### config.mk
export PLATFORM = sky130hd
export DESIGN_NAME = edfcbs_ram
export DESIGN_NICKNAME = d
export VERILOG_FILES = /design/src/hdl/edf_cbs_deadline_scheduler_macros.svh /design/src/hdl/edfcbs_ram.sv
export SDC_FILE = /design/constraint.sdc
export NUM_CORES = 1
export LEC_CHECK = 0
export BUFFER_PORTS_ARGS = -buffer_cell sky130_fd_sc_hd__buf_2
export CORE_ASPECT_RATIO = 2
export CORE_UTILIZATION = 60
export DETAILED_ROUTE_END_ITERATION = 7
export PLACE_DENSITY = 0.86
export SLEW_MARGIN = 20
export SYNTH_ARGS = -nofsm -noshare
export SYNTH_HDL_FRONTEND = slang
export SYNTH_SLANG_ARGS = --single-unit
### constraint.sdc
create_clock -name clk -period 4.55 [get_ports clk]
set_input_delay 0.455 -clock clk [delete_from_list [all_inputs] [get_ports clk]]
set_output_delay 0.455 -clock clk [all_outputs]
set_load 0.05 [all_outputs]
### src/hdl/edf_cbs_deadline_scheduler_macros.svh
// Assertion shorthands for the deadline scheduler.
`ifndef EDF_CBS_DEADLINE_SCHEDULER_MACROS_SVH
`define EDF_CBS_DEADLINE_SCHEDULER_MACROS_SVH

// A condition that must hold at every clock edge out of reset.
`define EDFCBS_ASSERT_ALWAYS(lbl, clk, rstn, cond, msg) \
  lbl: assert property (@(posedge clk) disable iff (!rstn) (cond)) else $error(msg);

// A condition that, when true, must be met by a second one at the same edge.
`define EDFCBS_ASSERT_IMPLIES(lbl, clk, rstn, ante, cons, msg) \
  lbl: assert property (@(posedge clk) disable iff (!rstn) (ante) |-> (cons)) else $error(msg);

`endif

### src/hdl/edfcbs_ram.sv
module edfcbs_ram #(
  parameter int WIDTH = 8,
  parameter int DEPTH = 16,
  localparam int AW = $clog2(DEPTH)
) (
  input  logic             clk,
  input  logic             we,
  input  logic [AW-1:0]    waddr,
  input  logic [WIDTH-1:0] wdata,
  input  logic [AW-1:0]    raddr,
  output logic [WIDTH-1:0] rdata
);

  logic [WIDTH-1:0] mem [DEPTH];

  // One write port and one registered read port.
  always_ff @(posedge clk) begin
    if (we) begin
      mem[waddr] <= wdata;
    end
    rdata <= mem[raddr];
  end

endmodule

==> key figures <==
Worst setup path
  – Worst r2r dst: rdata[4]$_DFF_P_
  – Crit path max fanout: 32
  – CP startpoint: raddr[0]
  – Required @ worst endpoint: about 4.9 ns
  – Slowest stage delay, CP: 0.75 ns
  – RR Startpoint: mem[3][4]$_DFFE_PP_
  – Arrival time worst endpoint: 2.26 ns
  – Critical Path End: rdata[3]$_DFF_P_
  – Reg2Reg Depth: 3
  – Crit start category: primary input
  – CP Capture Type: register
  – Setup CP Type: in -> reg
  – Worst path slowest cell: buf_2
  – Crit-path cells: buf_2 > mux4_1 > a22oi_1 > nand2_1
  – R2r setup slk: about 3.2 ns

Final layout
  – Area delta synth->final: 14.73%
  – Util after Layout: 71.22%
  – Nets: 284
  – Design Area, Final: between 5000 and 6000 sq um
  – Finished Layout Cells: about 380
  – Ant. Diodes: 0
  – Fraction of layout cells with a size suffix above 1: between 20% and 30%

Global routing
  – GRT overflow: 0
  – Initial antenna violation count: 0
  – First-pass GRT wire length: ~15,000 um
  – Pin count of the biggest net entering global routing: 33
  – Vias in the first global route: about 2,500
  – GR Util All Layers: approximately a quarter

Drt
  – Remaining DRCs: 0
  – DRT Pass-1 Iters: 6
  – Final wirelength: a little under 10,000 um
  – Wire per inst: 25.62 um
  – DR iter-0 viols: roughly 160
  – DR vias: 2,388
  – Antenna Nets Post-Route: 0
  – Via/cell ratio: 6.334

STA
  – Slew Limit Fails: 0
  – Final setup viols: 0
  – Period utilization: roughly 43%
  – Final Hold Viols: 0
  – Hold_ws: 0.4284 ns
  – Relative slew slack: ~32%
  – Skew final: 0.004463 ns
  – Fin crit period: approximately 2 ns
  – RSZ-0062 raised after global routing: no
  – Final setup margin: about 2.6 ns
  – Worst-Margin Slew: about 1.0 ns
  – Setup TNS: 0 ns
  – Achievable clock frequency: a little over 500 MHz

Logic synthesis
  – Netlist cell types: 19
  – Async SR Flop Fraction: 0%
  – Yosys reg bits: 136
  – Area contributors post-synth: edfxtp_1 (75%), mux4_2 (7.9%), mux4_1 (7.1%)
  – Sequential cell area fraction in the yosys report: between 70% and 80%
  – Post-synth EDFFs: roughly 130
  – Largest area contributor in the netlist: edfxtp_1
  – Synthesized instance count: approximately 230
  – Mapped Nets: between 200 and 250
  – Prevailing post-synth register cell: edfxtp_1
  – Syn Area/Cell: ~22 sq um
  – Most common cell in the synthesized netlist: edfxtp_1
  – Synth Warn #: 0
  – Share of the synthesized area in the top cell type: 74.67%
  – Post-synth top cells: edfxtp_1 (128), mux4_2 (18), a22oi_1 (16)
  – Syn Std Cell Area: 5147 sq um

Floorplan
  – Row Count: 47
  – Initial core utilization: 62.08%
  – Die area: 8976 sq um
  – I/O Pins: 26
  – Core ar.: 8292 sq um
  – Die width: between 60 and 70 um
  – Height of the chip: around 130 um

Clock tree
  – CTS Hold Bufs: 0
  – Reg clk slew, reported paths: around 0.06 ns
  – Maximum root-to-sink buffer count: 2
  – H-Tree Depth: 4
  – CTS tree: built
  – Post_cts resized: 0
  – Root Buffer: clkbuf_16
  – Later-pin clock latency in the skew report: 0.41 ns
  – # clock sinks: approximately 140
  – Setup Buffers After CTS: 0
  – Number of CTS-inserted buffers: 17

Flow run
  – MaxCap Viol Count: 0

Power and ir drop
  – Power Density: 486.4 nW/um^2
  – Overall Power: 2.872 mW
  – Peak VDD IR: about 340 uV
  – Static Leak: 1.980 nW

Status
  – Outcome: finished clean

Place
  – IO buf count: 25
  – Place WS: about 2.2 ns
  – DP Area: roughly 5300 sq um
  – Placed Instances: 345
  – Routability cong.: 0.8010
  – Hpwl dp: between 6000 and 7000 um

Hold path
  – Hold Crit Class: in -> reg
-- power breakdown --
part           internal, mW  total [mW]  switching [mW]
combinational        0.0504       0.149          0.0990
sequential             1.40        1.41         0.00770
clock                 0.847        1.31           0.466
total                  2.30        2.87           0.573
-- worst min-delay path by stage --
stage | from | endpoint | slack, ns | cells past startpoint
floorplan | wdata[0] | mem[0][0]$_DFFE_PP_ | 0.55 | 0
global placement | mem[15][4]$_DFFE_PP_ | rdata[4]$_DFF_P_ | 0.65 | 3
detailed placement | mem[4][1]$_DFFE_PP_ | rdata[1]$_DFF_P_ | 0.67 | 3
CTS | wdata[4] | mem[13][4]$_DFFE_PP_ | 0.41 | 1
global route | wdata[4] | mem[13][4]$_DFFE_PP_ | 0.43 | 1
finish | wdata[4] | mem[13][4]$_DFFE_PP_ | 0.43 | 1
-- state kept, by name, summed over array words and instances (netlist names) --
register  cells
mem         128
rdata         8
-- cell families (layout without fill, tap and decap cells) --
logic type	count (synthesis)	in the layout	synth area share [%]
buffers and inverters	10	60	1.677
and+or+nand+nor	35	35	3.184
muxes	32	32	15.02
AOI/OAI and AO/OA	16	16	2.334
DFF	136	136	77.78
-- worst max-delay path, delay by kind of cell --
family,cells,cell delay [ns]
buf+inv,1,0.75
mux,1,0.68
compound gates,1,0.26
simple gates,1,0.08
-- final cells by class --
cell class / count / area [sq um]
well taps: 98 / 122.6
fillers: 482 / 2386
clock buffers: 20 / 436.7
multi-input cells: 83 / 1062
repair buffers: 28 / 147.6
clock inverters: 12 / 132.6
flip-flops and latches: 136 / 4004
-- metal layers --
layer  up-vias  wire (um)  GRT usage (%)
li1       1047          -              -
met2       125       5587          41.69
met5         -          0              0
met1      1205       3383          30.53
met3        11        555          6.207
met4         0        131          10.64
-- layout by cell type, fill, tap and decap left out, types with 6 or more instances in the layout --
cell	n
edfxtp_1	128
nand2_1	9
mux4_2	18
nor2_1	13
buf_2	25
a22oi_1	16
mux4_1	14
clkinv_1	6
clkbuf_16	17
dfxtp_1	8
(Power assumes the default switching activity.)
